### config.mk
export PLATFORM = sky130hd
export DESIGN_NAME = roman_numeral_encoder_flat
export DESIGN_NICKNAME = d
export VERILOG_FILES = /design/src/rtl/core/rne_pkg.sv /design/src/rtl/core/rne_if.sv /design/src/rtl/core/rne_ctrl.sv /design/src/rtl/core/rne_datapath.sv /design/src/rtl/core/roman_numeral_encoder.sv /design/src/flat_wrapper.sv
export SDC_FILE = /design/constraint.sdc
export NUM_CORES = 1
export LEC_CHECK = 0
export BUFFER_PORTS_ARGS = -buffer_cell sky130_fd_sc_hd__buf_2
export CAP_MARGIN = 20
export CELL_PAD_IN_SITES_DETAIL_PLACEMENT = 2
export CELL_PAD_IN_SITES_GLOBAL_PLACEMENT = 2
export CORE_ASPECT_RATIO = 1.25
export CORE_UTILIZATION = 30
export DETAILED_ROUTE_END_ITERATION = 6
export GPL_TIMING_DRIVEN = 1
export PLACE_DENSITY_LB_ADDON = 0.15
export SETUP_SLACK_MARGIN = 0.02
export SYNTH_ARGS = -nofsm -noshare
export SYNTH_HDL_FRONTEND = slang
export SYNTH_SLANG_ARGS = --single-unit
export TNS_END_PERCENT = 100
### constraint.sdc
create_clock -name clk -period 6.3 [get_ports clk]
set_input_delay 1.26 -clock clk [delete_from_list [all_inputs] [get_ports clk]]
set_output_delay 1.26 -clock clk [all_outputs]
set_load 0.005 [all_outputs]
### src/rtl/core/rne_pkg.sv
package rne_pkg;

  // field widths
  localparam int ValueW  = 12;
  localparam int SymbolW = 7;

  // largest value that has a numeral
  localparam logic [ValueW-1:0] VALUE_MAX = 12'd3999;

  // ascii codes of the numeral letters
  localparam logic [SymbolW-1:0] CH_NONE = 7'h00;
  localparam logic [SymbolW-1:0] CH_I    = 7'h49;
  localparam logic [SymbolW-1:0] CH_V    = 7'h56;
  localparam logic [SymbolW-1:0] CH_X    = 7'h58;
  localparam logic [SymbolW-1:0] CH_L    = 7'h4C;
  localparam logic [SymbolW-1:0] CH_C    = 7'h43;
  localparam logic [SymbolW-1:0] CH_D    = 7'h44;
  localparam logic [SymbolW-1:0] CH_M    = 7'h4D;

  // one step of the greedy split: a weight and its one or two letters
  typedef struct packed {
    logic [ValueW-1:0]  weight;
    logic [SymbolW-1:0] first;
    logic [SymbolW-1:0] second;
    logic               dual;
  } rne_entry_t;

  localparam int Entries = 13;
  localparam int IdxW    = $clog2(Entries);

  // largest weight first, subtractive pairs in between
  localparam rne_entry_t RNE_STEPS [Entries] = '{
    '{12'd1000, CH_M, CH_NONE, 1'b0},
    '{12'd900,  CH_C, CH_M,    1'b1},
    '{12'd500,  CH_D, CH_NONE, 1'b0},
    '{12'd400,  CH_C, CH_D,    1'b1},
    '{12'd100,  CH_C, CH_NONE, 1'b0},
    '{12'd90,   CH_X, CH_C,    1'b1},
    '{12'd50,   CH_L, CH_NONE, 1'b0},
    '{12'd40,   CH_X, CH_L,    1'b1},
    '{12'd10,   CH_X, CH_NONE, 1'b0},
    '{12'd9,    CH_I, CH_X,    1'b1},
    '{12'd5,    CH_V, CH_NONE, 1'b0},
    '{12'd4,    CH_I, CH_V,    1'b1},
    '{12'd1,    CH_I, CH_NONE, 1'b0}
  };

  // controller states
  typedef enum logic [1:0] {
    ST_IDLE,
    ST_RUN,
    ST_ERR
  } rne_state_t;

  // controller to datapath
  typedef struct packed {
    logic load;
    logic step;
    logic fault;
  } rne_cmd_t;

  // datapath to controller
  typedef struct packed {
    logic in_range;
    logic slot_free;
    logic last_char;
  } rne_status_t;

endpackage

### src/rtl/core/rne_if.sv
interface rne_in_if import rne_pkg::*; ();
  logic              valid;
  logic              ready;
  logic [ValueW-1:0] value;

  modport source (output valid, output value, input ready);
  modport sink   (input valid, input value, output ready);
endinterface

interface rne_out_if import rne_pkg::*; ();
  logic               valid;
  logic               ready;
  logic [SymbolW-1:0] symbol;
  logic               last;
  logic               range_error;

  modport source (output valid, output symbol, output last, output range_error, input ready);
  modport sink   (input valid, input symbol, input last, input range_error, output ready);
endinterface

### src/rtl/core/rne_ctrl.sv
module rne_ctrl import rne_pkg::*; (
  input  logic        clk,
  input  logic        rst,
  input  logic        in_valid,
  output logic        in_ready,
  input  rne_status_t status,
  output rne_cmd_t    cmd
);

  rne_state_t state;
  rne_state_t state_next;

  // state register
  always_ff @(posedge clk) begin
    if (rst) begin
      state <= ST_IDLE;
    end else begin
      state <= state_next;
    end
  end

  // next state
  always_comb begin
    state_next = state;
    case (state)
      ST_IDLE: begin
        if (in_valid) begin
          state_next = status.in_range ? ST_RUN : ST_ERR;
        end
      end
      ST_RUN: begin
        if (status.slot_free && status.last_char) begin
          state_next = ST_IDLE;
        end
      end
      ST_ERR: begin
        if (status.slot_free) begin
          state_next = ST_IDLE;
        end
      end
      default: state_next = ST_IDLE;
    endcase
  end

  // commands
  always_comb begin
    in_ready  = 1'b0;
    cmd       = '0;
    case (state)
      ST_IDLE: begin
        in_ready = 1'b1;
        cmd.load = in_valid;
      end
      ST_RUN: begin
        cmd.step = status.slot_free;
      end
      ST_ERR: begin
        cmd.fault = status.slot_free;
      end
      default: begin
        in_ready = 1'b0;
      end
    endcase
  end

endmodule

### src/rtl/core/rne_datapath.sv
module rne_datapath import rne_pkg::*; (
  input  logic               clk,
  input  logic               rst,
  input  logic [ValueW-1:0]  in_value,
  input  rne_cmd_t           cmd,
  output rne_status_t        status,
  output logic               out_valid,
  input  logic               out_ready,
  output logic [SymbolW-1:0] out_symbol,
  output logic               out_last,
  output logic               out_error
);

  logic [ValueW-1:0]  remain;
  logic               pend;
  logic [SymbolW-1:0] pend_sym;

  logic [IdxW-1:0]    sel;
  rne_entry_t         entry;
  logic [ValueW-1:0]  remain_after;
  logic [SymbolW-1:0] emit_sym;
  logic               emit_last;

  // pick the largest weight that still fits in the remainder
  always_comb begin
    sel = '0;
    for (int i = Entries - 1; i >= 0; i--) begin
      if (remain >= RNE_STEPS[i].weight) begin
        sel = IdxW'(i);
      end
    end
  end

  assign entry        = RNE_STEPS[sel];
  assign remain_after = remain - entry.weight;

  // character for this cycle: held second letter first
  always_comb begin
    if (pend) begin
      emit_sym  = pend_sym;
      emit_last = (remain == '0);
    end else begin
      emit_sym  = entry.first;
      emit_last = !entry.dual && (remain_after == '0);
    end
  end

  assign status.in_range  = (in_value != '0) && (in_value <= VALUE_MAX);
  assign status.slot_free = !out_valid || out_ready;
  assign status.last_char = emit_last;

  // remainder and held second letter
  always_ff @(posedge clk) begin
    if (rst) begin
      pend <= 1'b0;
    end else if (cmd.load) begin
      remain <= in_value;
      pend   <= 1'b0;
    end else if (cmd.step) begin
      if (pend) begin
        pend <= 1'b0;
      end else begin
        remain   <= remain_after;
        pend     <= entry.dual;
        pend_sym <= entry.second;
      end
    end
  end

  // output register
  always_ff @(posedge clk) begin
    if (rst) begin
      out_valid <= 1'b0;
    end else if (cmd.step) begin
      out_valid  <= 1'b1;
      out_symbol <= emit_sym;
      out_last   <= emit_last;
      out_error  <= 1'b0;
    end else if (cmd.fault) begin
      out_valid  <= 1'b1;
      out_symbol <= CH_NONE;
      out_last   <= 1'b1;
      out_error  <= 1'b1;
    end else if (out_ready) begin
      out_valid <= 1'b0;
    end
  end

endmodule

### src/rtl/core/roman_numeral_encoder.sv
// Converts one unsigned 12-bit value per input item into its Roman numeral,
// sent as ASCII letters one per output item with last set on the final
// letter. Values 0 and above 3999 give a single item with symbol 0, last 1
// and range_error 1. The input is taken only while the block is idle. A
// numeral has at most 15 letters, for 3888. The letter sequencer walks a
// greedy subtraction table one letter per cycle, while the output sink
// accepts, into a single output register; a new value may be accepted
// while the final letter still waits in that register.
module roman_numeral_encoder import rne_pkg::*; (
  input logic       clk,
  input logic       rst,
  rne_in_if.sink    in_ch,
  rne_out_if.source out_ch
);

  rne_cmd_t    cmd;
  rne_status_t status;

  // sequencer
  rne_ctrl u_ctrl (
    .clk      (clk),
    .rst      (rst),
    .in_valid (in_ch.valid),
    .in_ready (in_ch.ready),
    .status   (status),
    .cmd      (cmd)
  );

  // remainder, letter table and output register
  rne_datapath u_datapath (
    .clk        (clk),
    .rst        (rst),
    .in_value   (in_ch.value),
    .cmd        (cmd),
    .status     (status),
    .out_valid  (out_ch.valid),
    .out_ready  (out_ch.ready),
    .out_symbol (out_ch.symbol),
    .out_last   (out_ch.last),
    .out_error  (out_ch.range_error)
  );

endmodule
### src/flat_wrapper.sv
// flat-port wrapper written by rule: the top's interface ports become plain ports
module roman_numeral_encoder_flat import rne_pkg::*;
  (clk, rst, in_ch_valid, in_ch_value, in_ch_ready, out_ch_valid, out_ch_symbol, out_ch_last, out_ch_range_error, out_ch_ready);
  rne_in_if in_ch_i ();
  rne_out_if out_ch_i ();
  input logic clk;
  input logic rst;
  input wire logic [$bits(in_ch_i.valid)-1:0] in_ch_valid;
  input wire logic [$bits(in_ch_i.value)-1:0] in_ch_value;
  output wire logic [$bits(in_ch_i.ready)-1:0] in_ch_ready;
  output wire logic [$bits(out_ch_i.valid)-1:0] out_ch_valid;
  output wire logic [$bits(out_ch_i.symbol)-1:0] out_ch_symbol;
  output wire logic [$bits(out_ch_i.last)-1:0] out_ch_last;
  output wire logic [$bits(out_ch_i.range_error)-1:0] out_ch_range_error;
  input wire logic [$bits(out_ch_i.ready)-1:0] out_ch_ready;
  assign in_ch_i.valid = in_ch_valid;
  assign in_ch_i.value = in_ch_value;
  assign in_ch_ready = in_ch_i.ready;
  assign out_ch_valid = out_ch_i.valid;
  assign out_ch_symbol = out_ch_i.symbol;
  assign out_ch_last = out_ch_i.last;
  assign out_ch_range_error = out_ch_i.range_error;
  assign out_ch_i.ready = out_ch_ready;
  roman_numeral_encoder u_core (.clk(clk), .rst(rst), .in_ch(in_ch_i), .out_ch(out_ch_i));
endmodule
==> results of run 1 <==
==> power breakdown <==
part | total (W) | switching, W | internal [W]
clock | 0.000162 | 0.0000864 | 0.0000757
sequential | 0.000273 | 0.0000302 | 0.000243
combinational | 0.000335 | 0.000208 | 0.000127
==> stage by stage <==
step,area (um^2),hold slack (ns),cells,total power [W],util (%)
floorplan,2470,0.484,276,0.000502,-
global placement,2660,0.536,385,0.000592,33.7
detailed placement,2660,0.545,385,0.000604,33.7
CTS,2750,0.565,393,0.000767,34.8
global route,2750,0.578,393,0.000812,34.8
finish,2750,0.546,393,0.000770,34.8
==> path summary, 6_finish.rpt <==
| path | from | endpoint | slack (ns) | depth (start not counted) |
|---|---|---|---|---|
| worst min-delay path | u_core.u_ctrl.state[0]$_SDFFE_PP0P_ | u_core.u_ctrl.state[1]$_SDFFE_PP0P_ | 0.55 | 1 |
| worst max register to register | u_core.u_datapath.remain[10]$_DFFE_PP_ | u_core.u_ctrl.state[0]$_SDFFE_PP0P_ | 0.77 | 17 |
| worst min register to register | u_core.u_ctrl.state[0]$_SDFFE_PP0P_ | u_core.u_ctrl.state[1]$_SDFFE_PP0P_ | 0.55 | 1 |
| worst max-delay path | u_core.u_datapath.remain[10]$_DFFE_PP_ | u_core.u_ctrl.state[0]$_SDFFE_PP0P_ | 0.77 | 17 |
==> cell families (layout without fill, tap and decap cells) <==
kind of cell | after synthesis | in the layout
AOI/OAI and AO/OA | 84 | 84
adders and majority gates | 15 | 15
other | 1 | 1
DFF | 30 | 30
buffers and inverters | 28 | 50
muxes | 3 | 3
and+or+nand+nor | 107 | 107
xor gates and xnor gates | 8 | 8
==> critical path: stages (launching register included) <==
cell and delay (ns):
edfxtp_1 0.54, nor3_2 0.40, o2111ai_1 0.30, nand2_1 0.14
a31oi_1 0.16, or4_1 0.70, ha_1 0.42, nand2_1 0.09
a21oi_1 0.24, inv_1 0.07, ha_1 0.26, nor2b_1 0.16
o2111a_1 0.28, nor4_1 0.39, o2111ai_1 0.18, a2111oi_0 0.46
a41oi_1 0.26, o311a_1 0.36
==> synthesized netlist by cell type, types with 3 or more instances <==
| cell type | instances | area, um^2 |
|---|---|---|
| o2111ai_1 | 3 | 26.3 |
| nor4_1 | 4 | 25.0 |
| buf_2 | 7 | 35.0 |
| o221ai_1 | 4 | 35.0 |
| xor2_1 | 4 | 35.0 |
| and3_1 | 5 | 31.3 |
| clkbuf_1 | 5 | 18.8 |
| nor2b_1 | 5 | 31.3 |
| dfxtp_1 | 4 | 80.1 |
| o311ai_0 | 3 | 26.3 |
| nor3_1 | 7 | 35.0 |
| nor2_1 | 26 | 97.6 |
| o21ai_0 | 13 | 65.1 |
| or2_2 | 3 | 18.8 |
| or3_1 | 3 | 18.8 |
| edfxtp_1 | 26 | 781 |
| inv_1 | 13 | 48.8 |
| ha_1 | 14 | 175 |
| nand2b_1 | 5 | 31.3 |
| nand3_1 | 5 | 25.0 |
| nand2_1 | 28 | 105 |
| xnor2_1 | 4 | 35.0 |
| o22ai_1 | 4 | 25.0 |
| a21oi_1 | 20 | 100 |
| o21a_1 | 7 | 52.6 |
==> per-layer routing <==
metal / share of wire (%) / wire, um / global-route usage [%] / vias up
li1: - / - / - / 1074
met1: 43 / 3660 / 23.6 / 1162
met2: 53 / 4500 / 40.3 / 50
met3: 2.4 / 207 / 2.54 / 10
met4: 1.6 / 133 / 5.57 / 0
met5: 0 / 0 / 0 / -
==> state kept, by name, indices dropped and copies added (netlist names) <==
register and cells:
u_core.u_datapath.out_last 1, u_core.u_datapath.out_valid 1, u_core.u_datapath.out_error 1, u_core.u_datapath.out_symbol 6, u_core.u_datapath.remain 12, u_core.u_ctrl.state 2
u_core.u_datapath.pend 1, u_core.u_datapath.pend_sym 6
==> final cells by class <==
type | instances | area, um^2
fillers | 885 | 5140
multi-input cells | 218 | 1480
flip-flops and latches | 30 | 861
repair buffers | 28 | 148
well taps | 95 | 119
clock buffers | 5 | 68.8
inverters | 14 | 52.6
clock inverters | 3 | 16.3
==> metrics.md, run 1 <==
| Metric | Value |
|---|---|
| # clock sinks | 30 |
| Post-route setup slack | 0.769 ns |
| Setup TNS | 0 ns |
| CTS tree | yes |
| CP max FO | 9 |
| Gr usage total | 20.5% |
| Register area share after synthesis | 34.9% |
| DRC violations left | 0 |
| Number of global-route vias before repair | 2434 |
| Total CTS buffers | 5 |
| Crit path kind | register to register |
| Antenna diode count | 0 |
| P per Cell Area | 281 mW/mm^2 |
| Simple-Gate Fraction of Synth Area | 23.1% |
| First-pass GRT wire length | 13500 um |
| Fraction of registers with async set/reset | 0% |
| GRT overflow | 0 |
| Post-CTS Hold Fix Bufs | 0 |
| DR vias | 2296 |
| Final worst-path cycle share | 87.8% |
| DP HPWL | 6710 um |
| Post-Syn Area | 0.00247 mm^2 |
| RSZ-0062 raised after global routing | false |
| Worst-path clk slew | 0.08 ns |
| Max-Cap Viols | 0 |
| Post-DR wirelength/cell | 21.6 um |
| Worst-Skew Late Latency | 0.30 ns |
| Final Hold Fails | 0 |
| Multiplexer share of the synthesized area | 1.47% |
| Leakage | 1.06 nW |
| Worst Skew | 0.00886 ns |
| Io pins | 27 |
| Fmax achieved | 181 MHz |
| Worst hold-check path type | register to register |
| Post-Syn Area per Cell | 8.94 um^2 |
| Post-route ant nets | 0 |
| Core ar. | 0.00788 mm^2 |
| CP endpoint kind | register |
| Largest net degree at the start of global routing | 17 |
| Synth warn | 0 |
| Status | complete, no violations |
| Largest family of logic cells by synthesized area | compound AO/OA/AOI/OAI gates |
| Seq cells post-synth | 30 |
| Die width | 83.1 um |
| 1st-pass router iterations | 4 |
| Initial Util | 31.3% |
| Placer Congestion | 0.816 |
| DRT iter0 DRCs | 111 |
| Port Buf Inserts | 25 |
| Site Rows | 36 |
| Clock root cell | clkbuf_8 |
| Share of cells above drive strength 1 | 16.4% |
| Post-CTS Resized | 0 |
| Die area | 0.00859 mm^2 |
| Cells after synthesis | 276 |
| CTS max path bufs | 2 |
| Post-Syn Nets | 307 |
| Vias per std cell | 5.84 |
| Post-CTS setup buffer count | 0 |
| Peak supply drop | 0.109 mV |
| Most frequent cells in the layout | nand2_1 (28), nor2_1 (26), edfxtp_1 (26) |
| Slew Limit Fails | 0 |
| Commonest non-fill, non-tap cell in the layout | nand2_1 |
| Setup crit start kind | register |
| Final wirelength | 8500 um |
| Yosys cell types | 65 |
| Place WS | 0.775 ns |
| Period minus WS final | 5.53 ns |
| Endpoints failing setup | 0 |
| Critical path required time | 6.48 ns |
| Die Span Y | 103 um |
| Worst-margin pin slew | 1.01 ns |
| XOR/XNOR Fraction of Synth Area | 2.84% |
| Post-synthesis compound-gate area fraction | 24.6% |
| EDFF count, synth | 26 |
| Initial antenna violation count | 0 |
| Nets | 328 |
| Max-slew headroom | 32.2% |
| Layout area overhead | 11.3% |
| CP arrival | 5.71 ns |
| Synth Area in Adders | 7.91% |
| Htree depth | 2 |
| Most used DFF post-synth | edfxtp_1 |
(Power assumes the default switching activity.)
==> inputs of run 2 (changes only) <==
- ABC_AREA: default -> 1
==> run 2 against run 1 <==
The flow now finishes with violations (DRC); utilization about the same; via count increased by 9.5%; sequential power about the same; setup slack improved by 0.95 ns; first-iteration DRC count down 39%; combinational power fell by 2%; flip-flop and latch count unchanged; largest power group unchanged; non-clock buffer count down 2; register-to-register slack gained 0.95 ns; sequential share of layout area down 1.4 points; count of clock-buffer cells in the layout up 1.
==> metrics.md, run 2 <==
| Metric | Value |
|---|---|
| Status | finished with violations |
| Violated checks | DRC |
| Max-slew headroom | 35.4% (+3.3 points) |
| Io pins | 27 (unchanged) |
| Total CTS buffers | 5 (unchanged) |
| Nets | 427 (+30%) |
| Critical Path Start | u_core.u_datapath.remain[9]$_DFFE_PP_ |
| Post-DR wirelength/cell | 17.3 um (-20%) |
| P per Cell Area | 267 mW/mm^2 (-4.8%) |
| Initial antenna violation count | 0 (unchanged) |
| Slowest CP cell | edfxtp_1 |
| Most flop-heavy register | u_core.u_datapath.remain |
| Cell with the most instances after synthesis | nand2_1 |
| Share of cells above drive strength 1 | 15.1% (-1.3 points) |
| Final worst-path cycle share | 72.8% (-15 points) |
| Worst-margin pin slew | 0.965 ns (-0.0447 ns) |
| Antenna diode count | 0 (unchanged) |
| Post-route ant nets | 0 (unchanged) |
| CP arrival | 4.77 ns (-0.94 ns) |
| Largest net degree at the start of global routing | 17 (unchanged) |
| CTS tree | yes |
| Commonest non-fill, non-tap cell in the layout | nand2_1 |
| Period minus WS final | 4.59 ns (-0.945 ns) |
| Met3 wire len | 111 um (-46%) |
| Setup crit start kind | register |
| Post-Syn Area per Cell | 6.93 um^2 (-22%) |
| EDFF count, synth | 26 (unchanged) |
| Htree depth | 2 (unchanged) |
| Post-Syn Area | 0.00254 mm^2 (+3.1%) |
| Post-Syn Nets | 398 (+30%) |
| DR vias | 2514 (+9.5%) |
| Clock group share of total power | 21.8% (+0.8 points) |
| Worst-Skew Late Latency | 0.28 ns (-0.02 ns) |
| Most frequent cells in the layout | nand2_1 (100), inv_1 (57), nor2_1 (41) |
| Internal | 0.000439 W (-1.4%) |
| Top Metal Used | met4 |
| Post-Layout Cell Count | 494 (+26%) |
| DRC violations left | 3 (+3) |
| Post-CTS Hold Fix Bufs | 0 (unchanged) |
| Setup TNS | 0 ns (unchanged) |
| Reg power frac | 35.4% (about the same) |
| Hold path depth | 2 (+1) |
| Crit-path max cell delay | 0.53 ns (-0.17 ns) |
| CP max FO | 7 (-2) |
| GRT overflow | 0 (unchanged) |
| Worst-path clk slew | 0.07 ns (about the same) |
| Met1 WL | 3630 um (-0.90%) |
| Comb power frac | 42.8% (-0.7 points) |
| Slew Limit Fails | 0 (unchanged) |
| Fraction of registers with async set/reset | 0% (unchanged) |
| Synth warn | 0 (unchanged) |
| Site Rows | 37 (+2.8%) |
| Seq cells post-synth | 30 (unchanged) |
| DRT iter0 DRCs | 68 (-39%) |
| Hold WS | 0.568 ns (+0.0212 ns) |
| Hold_sp | u_core.u_datapath.pend_sym[6]$_DFFE_PP_ |
| CP endpoint kind | register |
| # clock sinks | 30 (unchanged) |
| Endpoints failing setup | 0 (unchanged) |
| Core ar. | 0.00824 mm^2 (+4.5%) |
| Max reg flops | 12 (unchanged) |
| Yosys cell types | 42 (-35%) |
| Clock root cell | clkbuf_8 |
| R2R Path Start | u_core.u_datapath.remain[9]$_DFFE_PP_ |
| Crit path kind | register to register |
| Reg2reg path depth | 34 (+17) |
| Cell mode on critical path | nand2_1 |
| Critical path required time | 6.48 ns (about the same) |
| Top cell type by total area after synthesis | edfxtp_1 |
| Initial Util | 30.9% (-0.42 points) |
| RSZ-0062 raised after global routing | false |
| Layout area overhead | 12.9% |
| First-pass GRT wire length | 14100 um (+4.6%) |
| Wire length on met2 | 4750 um (+5.5%) |
| Final wirelength | 8560 um (+0.69%) |
| Placed Instances | 486 (+26%) |
| Switch Pwr | 0.000327 W (+0.94%) |
| DP HPWL | 7390 um (+10%) |
| Worst Skew | 0.00975 ns (+0.000888 ns) |
| Register area share after synthesis | 33.8% (-1.1 points) |
| Max-Cap Viols | 0 (unchanged) |
| 1st-pass router iterations | 6 (+2) |
| Synth top area cells | edfxtp_1 (31%), nand2_1 (15%), inv_1 (8.4%) |
| Gr usage total | 20.6% (+0.038 points) |
| Peak supply drop | 0.0757 mV (-31%) |
| Vias per std cell | 5.09 (-13%) |
| Worst hold-check path type | register to register |
| Post-CTS setup buffer count | 0 (unchanged) |
| Largest regs | u_core.u_datapath.remain: 12 flops, u_core.u_datapath.out_symbol: 6 flops, u_core.u_datapath.pend_sym: 6 flops |
| Switching Fraction | 42.7% (+0.57 points) |
| Die width | 84.4 um (+1.5%) |
| Die area | 0.00885 mm^2 (+3.1%) |
| Die Span Y | 105 um (+1.5%) |
| Post-CTS Resized | 0 (unchanged) |
| Most used DFF post-synth | edfxtp_1 |
| Leakage | 1.38 nW (+31%) |
| Port Buf Inserts | 25 (unchanged) |
| Top-area cell type share of the netlist area | 30.7% (-0.97 points) |
| Final Hold Fails | 0 (unchanged) |
| Number of global-route vias before repair | 2752 (+13%) |
| Cells after synthesis | 367 (+33%) |
| Placer Congestion | 0.834 (+2.2%) |
| Top cells by count, synth | nand2_1 (100), inv_1 (57), nor2_1 (41) |
| Flop-to-flop setup slack | 1.71 ns (+0.95 ns) |
| Fmax achieved | 218 MHz (+21%) |
| CTS max path bufs | 2 (unchanged) |
## run 2: cell types whose count changed after synthesis, sizes merged, moves of 6 or more
cell and delta:
inv +48, nor2 +20, buf -7, nand3 +26
o21a -6, nor3 -7, o21ai +7, nand2 +79
## run 2: area by class of cell
cell class              instances  area, um^2
multi-input cells             271        1430
repair buffers                 26         133
flip-flops and latches         30         861
clock inverters                 2        12.5
fillers                      1035        5370
inverters                      62         233
well taps                      97         121
clock buffers                   6        82.6
## run 2: worst max-delay path: cells and delay by family (launching register included)
family / cells / cell delay, ns
compound gates: 2 / 0.27
flops: 1 / 0.53
fa+ha+maj: 2 / 0.72
buf+inv: 4 / 0.43
simple gates: 26 / 2.49
## run 2: metal layers
layer	vias up	global-route usage, %
li1	1257	-
met1	1230	23.2
met4	0	4.36
met3	4	2.13
met5	-	0
met2	23	41.0
## run 2: path summary, 6_finish.rpt
check                                                                      to
worst min register to register  u_core.u_datapath.out_symbol[6]$_SDFFCE_PN0P_
worst max-delay path                      u_core.u_ctrl.state[0]$_SDFFE_PP0P_
worst max register to register            u_core.u_ctrl.state[0]$_SDFFE_PP0P_
worst min-delay path            u_core.u_datapath.out_symbol[6]$_SDFFCE_PN0P_
## run 2: per-stage QoR
step / util, % / area (um^2) / setup slack (ns) / total power (W)
2_1_floorplan: - / 2540 / 2.71 / 0.000501
3_3_place_gp: 33.7 / 2780 / 1.84 / 0.000597
3_5_place_dp: 33.7 / 2780 / 1.72 / 0.000608
4_1_cts: 34.9 / 2870 / 1.67 / 0.000778
5_1_grt: 34.9 / 2870 / 1.29 / 0.000828
6_report: 34.9 / 2870 / 1.71 / 0.000767
## run 2: power groups by stage
| stage | Combinational (W) | Sequential (W) | Clock [W] |
|---|---|---|---|
| floorplan | 0.000235 | 0.000265 | 0 |
| global placement | 0.000322 | 0.000275 | 0 |
| detailed placement | 0.000332 | 0.000276 | 0 |
| CTS | 0.000334 | 0.000272 | 0.000172 |
| global route | 0.000375 | 0.000274 | 0.000179 |
| finish | 0.000328 | 0.000271 | 0.000167 |
## run 2: cells by family after synthesis
| kind of cell | Yosys count | synth area share, % |
|---|---|---|
| AOI/OAI and AO/OA | 54 | 12.5 |
| xor gates and xnor gates | 1 | 0.344 |
| adders and majority gates | 15 | 7.67 |
| buffers and inverters | 66 | 9.94 |
| DFF | 30 | 33.8 |
| other | 1 | 0.147 |
| and+or+nand+nor | 200 | 35.5 |
==> inputs of run 3 (changes only) <==
- clock period: 6.3 -> 3.9 ns (I/O delays scaled with it)
==> run 3 against run 2 <==
The run ends with DRC, setup timing left; critical path depth up 1; cell area up 34%; sequential power up 58%; count of clock-buffer cells in the layout unchanged; via count up 24%; routed wire length up 57%; setup slack worse by 2.1 ns; global-route usage up 7.6 points; register-to-register slack worse by 2.1 ns; utilization up 12 points; power up 130%; critical endpoint unchanged; largest cell class unchanged.
==> metrics.md, run 3 (synthesis gave the netlist of run 2 again) <==
| Metric | Value |
|---|---|
| Violated checks | DRC, setup timing |
| Period minus WS final | 4.33 ns (-0.260 ns) |
| DRT iter0 DRCs | 107 (+57%) |
| CTS max path bufs | 2 (unchanged) |
| Most flop-heavy register | u_core.u_datapath.remain |
| Max-slew headroom | 56.7% (+21 points) |
| Post-route ant nets | 0 (unchanged) |
| Total CTS buffers | 5 (unchanged) |
| Gr usage total | 28.2% (+7.6 points) |
| Initial Util | 30.9% (unchanged) |
| Slowest CP cell | edfxtp_1 |
| Cell mode on critical path | nand2_1 |
| Io pins | 27 (unchanged) |
| Core ar. | 0.00824 mm^2 (unchanged) |
| Layout area overhead | 51.8% |
| Htree depth | 2 (unchanged) |
| First-pass GRT wire length | 18800 um (+34%) |
| Critical path required time | 4.10 ns (-2.38 ns) |
| Most frequent cells in the layout | nand2_1 (89), buf_4 (88), inv_1 (52) |
| Endpoints failing setup | 4 (+4) |
| Placer Congestion | 0.835 (about the same) |
| Nets | 517 (+21%) |
| Fmax achieved | 231 MHz (+6.0%) |
| Crit path kind | register to register |
| Largest net degree at the start of global routing | 17 (unchanged) |
| Max reg flops | 12 (unchanged) |
| Setup TNS | -1.10 ns (-1.10 ns) |
| Share of cells above drive strength 1 | 41.1% (+26 points) |
| Crit-path max cell delay | 0.51 ns (-0.02 ns) |
| Post-Layout Cell Count | 584 (+18%) |
| Delay-heaviest family, CP | simple AND/OR/NAND/NOR gates |
| DR vias | 3127 (+24%) |
| Worst-path clk slew | 0.09 ns (+0.02 ns) |
| CP arrival | 4.53 ns (-0.24 ns) |
| Final Hold Fails | 0 (unchanged) |
| Die area | 0.00885 mm^2 (unchanged) |
| Place WS | -0.295 ns (-2.02 ns) |
| Peak supply drop | 0.208 mV (+170%) |
| DRC violations left | 4 (+1) |
| Tot Pwr | 0.00178 W (+130%) |
| Worst-Skew Late Latency | 0.31 ns (+0.03 ns) |
| Die Span Y | 105 um (unchanged) |
| Final wirelength | 13400 um (+57%) |
| Final worst-path cycle share | 111% (+38 points) |
| Leakage | 1.87 nW (+36%) |
| CP max FO | 5 (-2) |
| Die width | 84.4 um (unchanged) |
| Post-route setup slack | -0.425 ns (-2.14 ns) |
| Setup crit start kind | register |
| Worst-margin pin slew | 0.647 ns (-0.318 ns) |
| P per Cell Area | 460 mW/mm^2 (+72%) |
| Post-DR wirelength/cell | 23.0 um (+33%) |
| Buffers and inverters on the worst path | 7 (+3) |
| Max-Cap Viols | 0 (unchanged) |
| Post-CTS Hold Fix Bufs | 0 (unchanged) |
| Largest regs | u_core.u_datapath.remain: 12 flops, u_core.u_datapath.out_symbol: 6 flops, u_core.u_datapath.pend_sym: 6 flops |
| CTS tree | yes |
| Vias per std cell | 5.35 (+5.2%) |
| Number of global-route vias before repair | 3383 (+23%) |
| Antenna diode count | 0 (unchanged) |
| Port Buf Inserts | 25 (unchanged) |
| RSZ-0062 raised after global routing | true |
| Placed Instances | 550 (+13%) |
| Status | finished with violations |
| Worst Skew | 0.0173 ns (+0.00751 ns) |
| Worst hold-check path type | register to register |
| CP endpoint kind | register |
| Clock root cell | clkbuf_8 |
| 1st-pass router iterations | 7 (+1) |
| Commonest non-fill, non-tap cell in the layout | nand2_1 |
| # clock sinks | 30 (unchanged) |
| GRT overflow | 0 (unchanged) |
| DP HPWL | 8320 um (+13%) |
| Initial antenna violation count | 0 (unchanged) |
| Site Rows | 37 (unchanged) |
| Slew Limit Fails | 0 (unchanged) |
## run 3: tightest hold or removal path, cell delays in order, from the launching register on
cell      delay [ns]
edfxtp_1        0.33
nand3_1         0.08
nand2_1         0.07
## run 3: layer usage
| layer | track usage [%] | vias up | wire, um |
|---|---|---|---|
| met4 | 9.69 | 0 | 465 |
| met3 | 2.92 | 29 | 279 |
| met2 | 56.4 | 69 | 7480 |
| met1 | 30.1 | 1589 | 5220 |
| li1 | - | 1440 | - |
| met5 | 0 | - | 0 |
## run 3: cell type report
class | count | area (um^2)
Sequential cell | 30 | 861
Timing Repair Buffer | 116 | 820
Multi-Input combinational cell | 271 | 1680
Inverter | 62 | 235
Clock buffer | 6 | 82.6
Clock inverter | 2 | 60.1
Fill cell | 943 | 4380
Tap cell | 97 | 121
## run 3: per-stage QoR
stage                     area (um^2)  utilization (%)  hold WS [ns]
after floorplan                  2540                -         0.525
after global placement           3260             39.5         0.543
after detailed placement         3260             39.5         0.569
after CTS                        3650             44.4         0.587
after global routing             3860             46.9         0.621
final                            3860             46.9         0.584
## run 3: report_power, final
part | total [W] | internal [W] | switching (W)
Combinational | 0.000923 | 0.000377 | 0.000546
Sequential | 0.000428 | 0.000396 | 0.0000316
Clock | 0.000427 | 0.000273 | 0.000154
## run 3: final timing paths
| kind | start | to | slack [ns] | cells past startpoint |
|---|---|---|---|---|
| worst max-delay path | u_core.u_datapath.remain[3]$_DFFE_PP_ | u_core.u_ctrl.state[0]$_SDFFE_PP0P_ | -0.43 | 35 |
| worst min-delay path | u_core.u_datapath.pend_sym[2]$_DFFE_PP_ | u_core.u_datapath.out_symbol[2]$_SDFFCE_PN0P_ | 0.58 | 2 |
| worst max register to register | u_core.u_datapath.remain[3]$_DFFE_PP_ | u_core.u_ctrl.state[0]$_SDFFE_PP0P_ | -0.43 | 35 |
| worst min register to register | u_core.u_datapath.pend_sym[2]$_DFFE_PP_ | u_core.u_datapath.out_symbol[2]$_SDFFCE_PN0P_ | 0.58 | 2 |
## run 3: what timing repair did
item / in CTS / in global routing
hold endpoints to repair: 0 / 0
gates resized for setup: 37 / 29
pin swaps: 26 / 32
gates cloned: 0 / 0
endpoints found under the setup margin: 5 / 8
setup buffers: 16 / 10
